===== src/hw/rtl/adsf_pkg.sv =====
`timescale 1ns / 1ps
// ----------------------------------------------------------------------------
// adsf_pkg
// Shared constants, types and helpers for the audio DAC sample FIFO.
// ----------------------------------------------------------------------------
package adsf_pkg;

	localparam int unsigned RING_DEPTH = 512;
	localparam int unsigned PTR_W      = $clog2(RING_DEPTH);
	localparam int unsigned CODE_W     = 8;
	localparam int unsigned PCM_W      = 16;
	localparam int unsigned FILL_W     = 9;
	localparam int unsigned CNT_W      = 32;

	localparam logic [CODE_W-1:0] MIDSCALE = 8'd128;

	localparam logic FUNC_PUSH = 1'b0;
	localparam logic FUNC_TICK = 1'b1;

	typedef logic [PTR_W-1:0] ptr_t;

	typedef struct packed {
		logic              wr_en;
		ptr_t              wr_addr;
		logic [CODE_W-1:0] wr_data;
		logic              rd_en;
		ptr_t              rd_addr;
	} adsf_mem_cmd_t;

	typedef struct packed {
		logic              pop_hit;
		logic              underrun;
		logic              overrun;
		logic [FILL_W-1:0] fill_level;
		logic [CNT_W-1:0]  underrun_total;
		logic [CNT_W-1:0]  overrun_total;
	} adsf_res_t;

	typedef struct packed {
		logic [CODE_W-1:0] dac_value;
		logic              underrun;
		logic              overrun;
		logic [FILL_W-1:0] fill_level;
		logic [CNT_W-1:0]  underrun_total;
		logic [CNT_W-1:0]  overrun_total;
	} adsf_beat_t;

	function automatic ptr_t adsf_advance(input ptr_t pos);
		return (pos == ptr_t'(RING_DEPTH - 1)) ? '0 : pos + 1'b1;
	endfunction

endpackage


===== src/hw/rtl/adsf_item_if.sv =====
`timescale 1ns / 1ps
// ----------------------------------------------------------------------------
// adsf_item_if
// Input channel: one push or DAC tick per beat.
// ----------------------------------------------------------------------------
interface adsf_item_if;
	import adsf_pkg::*;

	logic                    valid;
	logic                    ready;
	logic                    func;
	logic signed [PCM_W-1:0] pcm_sample;

	modport source(output valid, output func, output pcm_sample, input ready);
	modport sink(input valid, input func, input pcm_sample, output ready);
endinterface


===== src/hw/rtl/adsf_result_if.sv =====
`timescale 1ns / 1ps
// ----------------------------------------------------------------------------
// adsf_result_if
// Output channel: one result beat per input beat.
// ----------------------------------------------------------------------------
interface adsf_result_if;
	import adsf_pkg::*;

	logic              valid;
	logic              ready;
	logic [CODE_W-1:0] dac_value;
	logic              underrun;
	logic              overrun;
	logic [FILL_W-1:0] fill_level;
	logic [CNT_W-1:0]  underrun_total;
	logic [CNT_W-1:0]  overrun_total;

	modport source(output valid, output dac_value, output underrun, output overrun,
		output fill_level, output underrun_total, output overrun_total, input ready);
	modport sink(input valid, input dac_value, input underrun, input overrun,
		input fill_level, input underrun_total, input overrun_total, output ready);
endinterface


===== src/hw/rtl/adsf_ring_mem.sv =====
`timescale 1ns / 1ps
// ----------------------------------------------------------------------------
// adsf_ring_mem
// Sample ring storage: one write port, one read port with registered data.
// ----------------------------------------------------------------------------
module adsf_ring_mem (
	input  logic                                 clk,
	input  adsf_pkg::adsf_mem_cmd_t              mem_cmd,
	output logic [adsf_pkg::CODE_W-1:0]          rd_data
);
	import adsf_pkg::*;

	logic [CODE_W-1:0] mem [RING_DEPTH];
	logic [CODE_W-1:0] rd_data_q;

	always_ff @(posedge clk) begin
		if (mem_cmd.wr_en) begin
			mem[mem_cmd.wr_addr] <= mem_cmd.wr_data;
		end
		if (mem_cmd.rd_en) begin
			rd_data_q <= mem[mem_cmd.rd_addr];
		end
	end

	assign rd_data = rd_data_q;
endmodule


===== src/hw/rtl/adsf_ctrl.sv =====
`timescale 1ns / 1ps
// ----------------------------------------------------------------------------
// adsf_ctrl
// Ring positions, fill count and error counters; issues memory accesses.
// ----------------------------------------------------------------------------
module adsf_ctrl (
	input  logic                                 clk,
	input  logic                                 arst_n,
	input  logic                                 accept,
	input  logic                                 func,
	input  logic signed [adsf_pkg::PCM_W-1:0]    pcm_sample,
	output adsf_pkg::adsf_mem_cmd_t              mem_cmd,
	output adsf_pkg::adsf_res_t                  res
);
	import adsf_pkg::*;

	ptr_t             rd_ptr_q;
	ptr_t             wr_ptr_q;
	ptr_t             cnt_q;
	logic [CNT_W-1:0] udr_cnt_q;
	logic [CNT_W-1:0] ovr_cnt_q;

	ptr_t             wr_next;
	ptr_t             cnt_next;
	logic             push;
	logic             tick;
	logic             full;
	logic             empty;
	logic             push_ok;
	logic             pop_ok;
	logic             udr_hit;
	logic             ovr_hit;
	logic [CNT_W-1:0] udr_next;
	logic [CNT_W-1:0] ovr_next;

	always_comb begin
		push     = accept && (func == FUNC_PUSH);
		tick     = accept && (func == FUNC_TICK);
		wr_next  = adsf_advance(wr_ptr_q);
		full     = (wr_next == rd_ptr_q);
		empty    = (rd_ptr_q == wr_ptr_q);
		push_ok  = push && !full;
		pop_ok   = tick && !empty;
		ovr_hit  = push && full;
		udr_hit  = tick && empty;
		udr_next = udr_cnt_q + CNT_W'(udr_hit);
		ovr_next = ovr_cnt_q + CNT_W'(ovr_hit);

		cnt_next = cnt_q;
		if (push_ok) begin
			cnt_next = cnt_q + 1'b1;
		end else if (pop_ok) begin
			cnt_next = cnt_q - 1'b1;
		end
	end

	// Adding 32768 and keeping the top byte is the high byte with its sign flipped.
	always_comb begin
		mem_cmd.wr_en   = push_ok;
		mem_cmd.wr_addr = wr_ptr_q;
		mem_cmd.wr_data = {~pcm_sample[PCM_W-1], pcm_sample[PCM_W-2:PCM_W-CODE_W]};
		mem_cmd.rd_en   = pop_ok;
		mem_cmd.rd_addr = rd_ptr_q;
	end

	always_comb begin
		res.pop_hit        = pop_ok;
		res.underrun       = udr_hit;
		res.overrun        = ovr_hit;
		res.fill_level     = FILL_W'(cnt_next);
		res.underrun_total = udr_next;
		res.overrun_total  = ovr_next;
	end

	always_ff @(posedge clk or negedge arst_n) begin
		if (!arst_n) begin
			rd_ptr_q  <= '0;
			wr_ptr_q  <= '0;
			cnt_q     <= '0;
			udr_cnt_q <= '0;
			ovr_cnt_q <= '0;
		end else begin
			if (push_ok) begin
				wr_ptr_q <= wr_next;
			end
			if (pop_ok) begin
				rd_ptr_q <= adsf_advance(rd_ptr_q);
			end
			cnt_q     <= cnt_next;
			udr_cnt_q <= udr_next;
			ovr_cnt_q <= ovr_next;
		end
	end
endmodule


===== src/hw/rtl/adsf_out_stage.sv =====
`timescale 1ns / 1ps
// ----------------------------------------------------------------------------
// adsf_out_stage
// Result stage that merges the memory read data, with a skid register.
// ----------------------------------------------------------------------------
module adsf_out_stage (
	input  logic                                 clk,
	input  logic                                 arst_n,
	input  logic                                 accept,
	input  adsf_pkg::adsf_res_t                  res,
	input  logic [adsf_pkg::CODE_W-1:0]          rd_data,
	output logic                                 can_accept,
	adsf_result_if.source                        result
);
	import adsf_pkg::*;

	logic       valid_s1;
	adsf_res_t  res_s1;
	logic       skid_valid_q;
	adsf_beat_t skid_q;
	adsf_beat_t head_s1;
	adsf_beat_t beat;
	logic       take;

	always_comb begin
		head_s1.dac_value      = res_s1.pop_hit ? rd_data : MIDSCALE;
		head_s1.underrun       = res_s1.underrun;
		head_s1.overrun        = res_s1.overrun;
		head_s1.fill_level     = res_s1.fill_level;
		head_s1.underrun_total = res_s1.underrun_total;
		head_s1.overrun_total  = res_s1.overrun_total;
		// The skid register always holds the older beat when both are full.
		beat                   = skid_valid_q ? skid_q : head_s1;
	end

	assign take       = result.valid && result.ready;
	assign can_accept = !skid_valid_q;

	assign result.valid          = skid_valid_q || valid_s1;
	assign result.dac_value      = beat.dac_value;
	assign result.underrun       = beat.underrun;
	assign result.overrun        = beat.overrun;
	assign result.fill_level     = beat.fill_level;
	assign result.underrun_total = beat.underrun_total;
	assign result.overrun_total  = beat.overrun_total;

	always_ff @(posedge clk or negedge arst_n) begin
		if (!arst_n) begin
			valid_s1     <= 1'b0;
			skid_valid_q <= 1'b0;
		end else if (skid_valid_q) begin
			if (take) begin
				skid_valid_q <= 1'b0;
			end
		end else if (accept) begin
			valid_s1 <= 1'b1;
			if (valid_s1 && !take) begin
				skid_valid_q <= 1'b1;
			end
		end else if (take) begin
			valid_s1 <= 1'b0;
		end
	end

	always_ff @(posedge clk) begin
		if (!skid_valid_q && accept) begin
			res_s1 <= res;
			if (valid_s1 && !take) begin
				skid_q <= head_s1;
			end
		end
	end
endmodule


===== src/hw/rtl/audio_dac_sample_fifo_top.sv =====
`timescale 1ns / 1ps
// ----------------------------------------------------------------------------
// audio_dac_sample_fifo_top
// Sample FIFO between an audio producer and a DAC, with error counters.
// ----------------------------------------------------------------------------
// Each input beat is a push of a signed 16-bit PCM sample (stored as an 8-bit
// DAC code) or a DAC tick that pops the oldest code; every beat yields exactly
// one result beat carrying the code (128 on a push or on an empty ring), the
// underrun/overrun flags, the fill level after the beat and both 32-bit
// wrapping totals. The ring holds RING_DEPTH - 1 codes in a single-port-write,
// single-port-read memory. A result is registered in the output stage together
// with the registered read data of the sample memory, and the block takes
// one beat per cycle while the result side keeps up. A skid register holds one
// stalled result, so input ready drops only when two results are waiting. No
// clearing pass is needed after reset; the block is ready at once.
module audio_dac_sample_fifo_top (
	input  logic         clk,
	input  logic         arst_n,
	adsf_item_if.sink    item,
	adsf_result_if.source result
);
	import adsf_pkg::*;

	adsf_mem_cmd_t     mem_cmd;
	adsf_res_t         res;
	logic [CODE_W-1:0] rd_data;
	logic              can_accept;
	logic              accept;

	assign item.ready = can_accept;
	assign accept     = item.valid && can_accept;

	adsf_ctrl u_ctrl (
		.clk        (clk),
		.arst_n     (arst_n),
		.accept     (accept),
		.func       (item.func),
		.pcm_sample (item.pcm_sample),
		.mem_cmd    (mem_cmd),
		.res        (res)
	);

	adsf_ring_mem u_ring_mem (
		.clk     (clk),
		.mem_cmd (mem_cmd),
		.rd_data (rd_data)
	);

	adsf_out_stage u_out_stage (
		.clk        (clk),
		.arst_n     (arst_n),
		.accept     (accept),
		.res        (res),
		.rd_data    (rd_data),
		.can_accept (can_accept),
		.result     (result)
	);
endmodule


===== src/flat_wrapper.sv =====
// flat-port wrapper written by rule: the top's interface ports become plain ports
module audio_dac_sample_fifo_top_flat import adsf_pkg::*;
  (clk, arst_n, item_valid, item_func, item_pcm_sample, item_ready, result_valid, result_dac_value, result_underrun, result_overrun, result_fill_level, result_underrun_total, result_overrun_total, result_ready);
  adsf_item_if item_i ();
  adsf_result_if result_i ();
  input  logic clk;
  input  logic arst_n;
  input wire logic [$bits(item_i.valid)-1:0] item_valid;
  input wire logic [$bits(item_i.func)-1:0] item_func;
  input wire logic [$bits(item_i.pcm_sample)-1:0] item_pcm_sample;
  output wire logic [$bits(item_i.ready)-1:0] item_ready;
  output wire logic [$bits(result_i.valid)-1:0] result_valid;
  output wire logic [$bits(result_i.dac_value)-1:0] result_dac_value;
  output wire logic [$bits(result_i.underrun)-1:0] result_underrun;
  output wire logic [$bits(result_i.overrun)-1:0] result_overrun;
  output wire logic [$bits(result_i.fill_level)-1:0] result_fill_level;
  output wire logic [$bits(result_i.underrun_total)-1:0] result_underrun_total;
  output wire logic [$bits(result_i.overrun_total)-1:0] result_overrun_total;
  input wire logic [$bits(result_i.ready)-1:0] result_ready;
  assign item_i.valid = item_valid;
  assign item_i.func = item_func;
  assign item_i.pcm_sample = item_pcm_sample;
  assign item_ready = item_i.ready;
  assign result_valid = result_i.valid;
  assign result_dac_value = result_i.dac_value;
  assign result_underrun = result_i.underrun;
  assign result_overrun = result_i.overrun;
  assign result_fill_level = result_i.fill_level;
  assign result_underrun_total = result_i.underrun_total;
  assign result_overrun_total = result_i.overrun_total;
  assign result_i.ready = result_ready;
  audio_dac_sample_fifo_top u_core (.clk(clk), .arst_n(arst_n), .item(item_i), .result(result_i));
endmodule

===== config.mk =====
export PLATFORM = sky130hd
export DESIGN_NAME = audio_dac_sample_fifo_top_flat
export DESIGN_NICKNAME = d
export VERILOG_FILES = /design/src/hw/rtl/adsf_pkg.sv /design/src/hw/rtl/adsf_item_if.sv /design/src/hw/rtl/adsf_result_if.sv /design/src/hw/rtl/adsf_ring_mem.sv /design/src/hw/rtl/adsf_ctrl.sv /design/src/hw/rtl/adsf_out_stage.sv /design/src/hw/rtl/audio_dac_sample_fifo_top.sv /design/src/flat_wrapper.sv
export SDC_FILE = /design/constraint.sdc
export NUM_CORES = 2
export LEC_CHECK = 0
export BUFFER_PORTS_ARGS = -buffer_cell sky130_fd_sc_hd__buf_2
export CAP_MARGIN = 15
export CORE_ASPECT_RATIO = 0.5
export CORE_UTILIZATION = 55
export DETAILED_ROUTE_END_ITERATION = 6
export PLACE_DENSITY = 0.71
export SLEW_MARGIN = 20
export SYNTH_ARGS = -nofsm -noshare
export SYNTH_HDL_FRONTEND = slang
export SYNTH_SLANG_ARGS = --single-unit

===== constraint.sdc =====
create_clock -name clk -period 9.1 [get_ports clk]
set_input_delay 1.82 -clock clk [delete_from_list [all_inputs] [get_ports clk]]
set_output_delay 1.82 -clock clk [all_outputs]
set_load 0.1 [all_outputs]

Word-level counts from Yosys, hierarchy flattened
Memories as Yosys holds them, arrays and structs flattened. A register that Yosys moved wholly into a read port is not among the register bits.
Cells that the tools add are included.
{"block": "totals", "ff_bits": 252, "ram_bits": 4096, "in_bits": 21, "out_inout_bits": 85, "wordCells": 65, "n_memories": 1}
{"block": "op_classes", "n_addsub": 6, "eq_ne": 4, "mux": 14, "bitwise_logic": 3, "reduce_logical": 18}
{"memory": "u_core.u_ring_mem.mem", "depth": 512, "word_bits": 8, "read_ports": 1, "rd_clocked_by_memory_dff": 1, "write_ports": 1, "line_no": "adsf_ring_mem.sv:13", "rtl": "logic [CODE_W-1:0] mem [RING_DEPTH];"}
{"cell": "two-way mux 83 bit", "n": 1}
{"cell": "adder 32 x 1 -> 32 bit", "n": 2}
{"cell": "two-way mux 9 bit", "n": 4}
{"cell": "adder 9 x 1 -> 9 bit, second input constant", "n": 3}
{"cell": "equality test 9 bit", "n": 2}
{"cell": "equality test 9 bit, second input constant", "n": 2}
{"cell": "logical AND 1 bit", "n": 10}
{"cell": "subtractor 9 x 1 -> 9 bit, second input constant", "n": 1}
{"cell": "two-way mux 1 bit", "n": 8}
{"cell": "two-way mux 8 bit", "n": 1}
{"cell": "logical NOT 1 bit", "n": 4}
{"cell": "AND reduction 2 bit", "n": 2}
{"cell": "NOT 1 bit", "n": 3}
{"cell": "nonzero test 2 bit", "n": 1}
{"cell": "logical OR 1 bit", "n": 1}

Longest topological paths before layout
{"block": "logic_depth", "word_depth": 7, "mapped_depth": 18, "ltp_nobuf": 17}

By module
From an unflattened synthesis, not the netlist that was laid out.
{"block": "hier_totals", "cells_unflattened": 8747, "area_unflattened_um2": 170644.9}
{"module": "adsf_ring_mem", "n_inst": 1, "cells_per_inst": 8030, "area_per_inst_um2": 160007.2, "seq_area_each_um2": 123238.2}
{"module": "adsf_out_stage", "n_inst": 1, "cells_per_inst": 269, "area_per_inst_um2": 5995.8, "seq_area_each_um2": 4824.6}
{"module": "adsf_ctrl", "n_inst": 1, "cells_per_inst": 447, "area_per_inst_um2": 4635.7, "seq_area_each_um2": 2277.2}
{"module": "audio_dac_sample_fifo_top", "n_inst": 1, "cells_per_inst": 1, "area_per_inst_um2": 6.3, "seq_area_each_um2": 0.0}

Worst setup path after synthesis
Ideal clock, no wire load.
{"block": "synth_path", "kind": "input port to flip-flop", "from": "in item_pcm_sample[15]", "to": "mem u_core.u_ring_mem.mem[0][7], data pin", "setup_ns": 1.340, "arrival_time_ns": 7.287, "required_time_ns": 7.760, "setup_slack_ns": 0.474, "stages": 1, "n_path_buf": 0, "cell_sequence": "inv_1"}
{"block": "synth_via", "elab_chain_cells": 1}
{"element": "start, declared", "line_no": "flat_wrapper.sv:10", "rtl": "input wire logic [$bits(item_i.pcm_sample)-1:0] item_pcm_sample;"}
{"element": "NOT 1 bit", "line_no": "adsf_ctrl.sv:61", "rtl": "mem_cmd.wr_data = {~pcm_sample[PCM_W-1], pcm_sample[PCM_W-2:PCM_W-CODE_W]};"}
{"element": "end, declared", "line_no": "adsf_ring_mem.sv:13"}
No other way between the ends.

Worst setup path after layout
{"block": "layout_path", "from": "reg u_core.u_ctrl.wr_ptr_q[0]", "to": "mem u_core.u_ring_mem.mem[491][1] (enable)"}
{"block": "layout_via", "elab_chain_cells": 7, "word_cells_on_any_way": 8, "classes_between": "1 x add/sub; 2 x eq/ne; 3 x mux; 2 x reduce/logical"}
{"element": "start, declared", "line_no": "adsf_ctrl.sv:18", "rtl": "ptr_t wr_ptr_q;"}
{"element": "start signal, assigned", "line_no": "adsf_ctrl.sv:84", "rtl": "wr_ptr_q <= wr_next;"}
{"element": "adder 9 x 1 -> 9 bit or equality test 9 bit (tied branches)", "line_no": "adsf_pkg.sv:49", "rtl": "return (pos == ptr_t'(RING_DEPTH - 1)) ? '0 : pos + 1'b1;"}
{"element": "two-way mux 9 bit", "line_no": "adsf_pkg.sv:49"}
{"element": "equality test 9 bit", "line_no": "adsf_ctrl.sv:40", "rtl": "full = (wr_next == rd_ptr_q);"}
{"element": "logical NOT 1 bit", "line_no": "adsf_ctrl.sv:42", "rtl": "push_ok = push && !full;"}
{"element": "logical AND 1 bit", "line_no": "adsf_ctrl.sv:42"}
{"element": "two-way mux 1 bit", "line_no": "adsf_ring_mem.sv:17", "rtl": "if (mem_cmd.wr_en) begin"}
{"element": "two-way mux 1 bit (not written as such)", "line_no": "adsf_ring_mem.sv:18", "rtl": "mem[mem_cmd.wr_addr] <= mem_cmd.wr_data;"}
Parallel ways exist; a longest one is shown, timed or not.

==> flow_summary.ini <==
[drt]
vias = 84195
drt-total-wl_microns = 434000
dr.pass1.iters = 6
viasPerCell = 6.74
drtIter0Drc = 13250
drc = 0
detail_route.wl_per_cell_microns = 34.7
ant_nets = 0

[global_route]
grt_max_degree = 204
first_global_vias = 82000
grt_pass1_wl_microns = 614000
grt-ovfl-total = 0
grt_usage_pct = 27.7
antenna_found_initial = 34

[logic_synthesis]
synth-edff-count = 4263
yosys.cell_types.count = 76
syn-num-nets = 7995
syn-instance-count = 7961
synth_ff_type = edfxtp_1
ys_async_sr_fraction_pct = 2.13
synth-warning-count = 0
synth_area_sq_um = 169000
yosysSeqAreaShare_pct = 76.9
synth_area_per_cell_sq_um = 21.3
ys_seq_elements = 4356

[sta]
setup_slack_ps = 2280
layout_min_cycle_time_ps = 6820
tns_ps = 0
maxSlewHeadroom_pct = 11.8
hold_violations = 0
fin_crit_sh_pct = 75.0
fin_skew_ps = 45.6
fmax_ghz = 0.147
slew_viol_final = 0
worst_pin_slew_ps = 1320
setup_violations = 0
rsz0062_at_grt = false

[clock_network]
cts.sinks = 4356
clockRootBuffer = clkbuf_16
postCtsSetupRepairBufs = 0
htreeDepth = 5
cts_tree = done
cts_made_buffers = 378
cts.clk_slew.worst_paths_ps = 70
cts.hold.buffers_added = 0
clockBufferDepth = 4
clock_latency_ps = 910
cts_resized = 0

[final_layout]
fillers = 20555
area_growth_pct = 10.0
drive_gt1_share_pct = 23.8
fin_nets = 8160

[setup_path]
crit_type = register to register
critPathTopFamily = simple AND/OR/NAND/NOR gates
cp-end-kind = register
path_max_fanout = 23
critPathMaxStageDelay_ps = 1030
worstPathRequired_ps = 9630
start_kind = register
worst_path_max_delay_cell = nand3_4
crit_chain = ha_1 > nand3_2 > nor3_1 > ha_1 > inv_1 > o2111a_1 > nor3_2 > o21ba_2 > nand3_4 > buf_4 > nor2_1
crit_top_cell = ha_1
crit_buf_inv = 2
critPathArrivalTime_ps = 7350

[floorplan]
dieHeight_microns = 394
die_area_sq_um = 310000
num_rows = 143
initial_utilization_pct = 55.5
fp.dieW_microns = 787
core_area_sq_um = 305000
io_pins = 106

[power]
ir_worst_vdd_mv = 0.283
p_leak_nw = 57.7
power_density_nw_per_um2 = 279

[status]
status = complete, no violations

[placed_design]
detailed_place_hpwl_microns = 253000
gp_congestion = 0.881
dpl_worst_slack_ps = 2490
port_buffers = 97

[run]
drv_cap = 0

[worst_hold_path]
hp-class = register to register
## layer usage
| metal | vias to the layer above | global-route usage [%] | routed length (microns) |
|---|---|---|---|
| met4 | 26 | 8.37 | 14700 |
| met1 | 44234 | 40.6 | 164000 |
| met5 | - | 0 | 168 |
| met2 | 5722 | 41.0 | 195000 |
| li1 | 33405 | - | - |
| met3 | 808 | 8.17 | 59200 |
## synthesized netlist by cell type, types with 34 or more instances
cell	n	share of area, %
dfrtp_1	93	1.4
o22ai_1	36	0.13
mux2i_1	280	1.7
mux2_2	91	0.60
nand3_1	61	0.18
mux4_2	1040	14
a221oi_1	41	0.21
nor2_1	582	1.3
edfxtp_1	4263	76
xnor2_1	50	0.26
xor2_1	34	0.18
buf_2	207	0.61
buf_4	48	0.21
a22oi_1	56	0.25
o221ai_1	46	0.24
nand2_1	221	0.49
a21oi_1	108	0.32
a211oi_1	35	0.16
clkbuf_1	153	0.34
buf_6	41	0.27
o21ai_0	97	0.29
## path summary, 6_finish.rpt
kind                            cells past startpoint                                 endpoint  slack [ps]                                startpoint
worst min-delay path                                0  u_core.u_out_stage.skid_q[15]$_DFFE_PP_         440  u_core.u_out_stage.head_s1[15]$_DFFE_PP_
min in group asynchronous                           1    u_core.u_ctrl.ovr_cnt_q[14]$_DFF_PN0_         790                                    arst_n
worst max register to register                     11  u_core.u_ring_mem.mem[491][1]$_DFFE_PP_        2280     u_core.u_ctrl.wr_ptr_q[0]$_DFFE_PN0P_
worst max-delay path                               11  u_core.u_ring_mem.mem[491][1]$_DFFE_PP_        2280     u_core.u_ctrl.wr_ptr_q[0]$_DFFE_PN0P_
worst min register to register                      0  u_core.u_out_stage.skid_q[15]$_DFFE_PP_         440  u_core.u_out_stage.head_s1[15]$_DFFE_PP_
max in group asynchronous                           2    u_core.u_ctrl.rd_ptr_q[1]$_DFFE_PN0P_        7210                                    arst_n
## kinds of logic after synthesis
family | share of synthesized area (%)
compound gates | 2.30
flops | 76.9
fa+ha+maj | 0.0960
xor+xnor | 0.434
simple gates | 2.59
mux | 16.1
buf+inv | 1.58
## cell usage in the layout, fill, tap and decap left out, drive strengths merged, types with 35 or more instances in the layout
cell type     n
a211oi       35
a21oi       108
a221oi       41
a22oi        56
buf         268
clkbuf      465
clkinv      168
dfrtp        93
edfxtp     4263
mux2         91
mux2i       280
mux4       1040
nand2       221
nand3        70
nor2        582
o21ai       101
o221ai       46
o22ai        36
xnor2        50
## area by class of cell
type	instances	area (sq um)	share of cell area, %
Tap cell	4060	5080	2.73
Multi-Input combinational cell	3100	36700	19.7
Timing Repair Buffer	268	2200	1.18
Inverter	22	108	0.0577
Clock inverter	218	1820	0.975
Sequential cell	4356	130000	69.9
Antenna cell	6	15.0	0.00805
Clock buffer	465	10100	5.41
## through the flow
| step | cell area [sq um] | std cells | util, % | power [mW] | hold slack (ps) |
|---|---|---|---|---|---|
| 3_5_place_dp | 174000 | 11804 | 57.2 | 36.5 | 433 |
| 2_1_floorplan | 169000 | 7961 | - | 31.9 | 422 |
| 3_3_place_gp | 174000 | 11804 | 57.2 | 36.4 | 433 |
| 5_1_grt | 186000 | 12489 | 61.1 | 53.3 | 455 |
| 6_report | 186000 | 12495 | 61.1 | 52.1 | 440 |
| 4_1_cts | 186000 | 12487 | 61.1 | 52.0 | 442 |
## where the power goes
group	switching (mW)	total [mW]	internal (mW)
combinational	8.26	13.7	5.46
sequential	0.326	22.5	22.2
clock	7.13	15.8	8.68
total	15.7	52.1	36.4
## registers in the layout, indices dropped and copies added (netlist names), 9 cells and up
register and cells:
u_core.u_ring_mem.mem 4096, u_core.u_out_stage.skid_q 83, u_core.u_out_stage.head_s1 75, u_core.u_ctrl.ovr_cnt_q 32, u_core.u_ctrl.udr_cnt_q 32, u_core.u_ctrl.cnt_q 9, u_core.u_ctrl.rd_ptr_q 9, u_core.u_ctrl.wr_ptr_q 9
## worst reg2reg max path: cells and delay by family, from the launching register on
| family | cells | cell delay (ps) |
|---|---|---|
| adder cells (fa/ha/maj) | 2 | 1100 |
| flip-flops | 1 | 520 |
| AND/OR/NAND/NOR | 5 | 2850 |
| AO/OA/AOI/OAI | 2 | 1140 |
| buffers and inverters | 2 | 840 |
(Power assumes the default switching activity.)
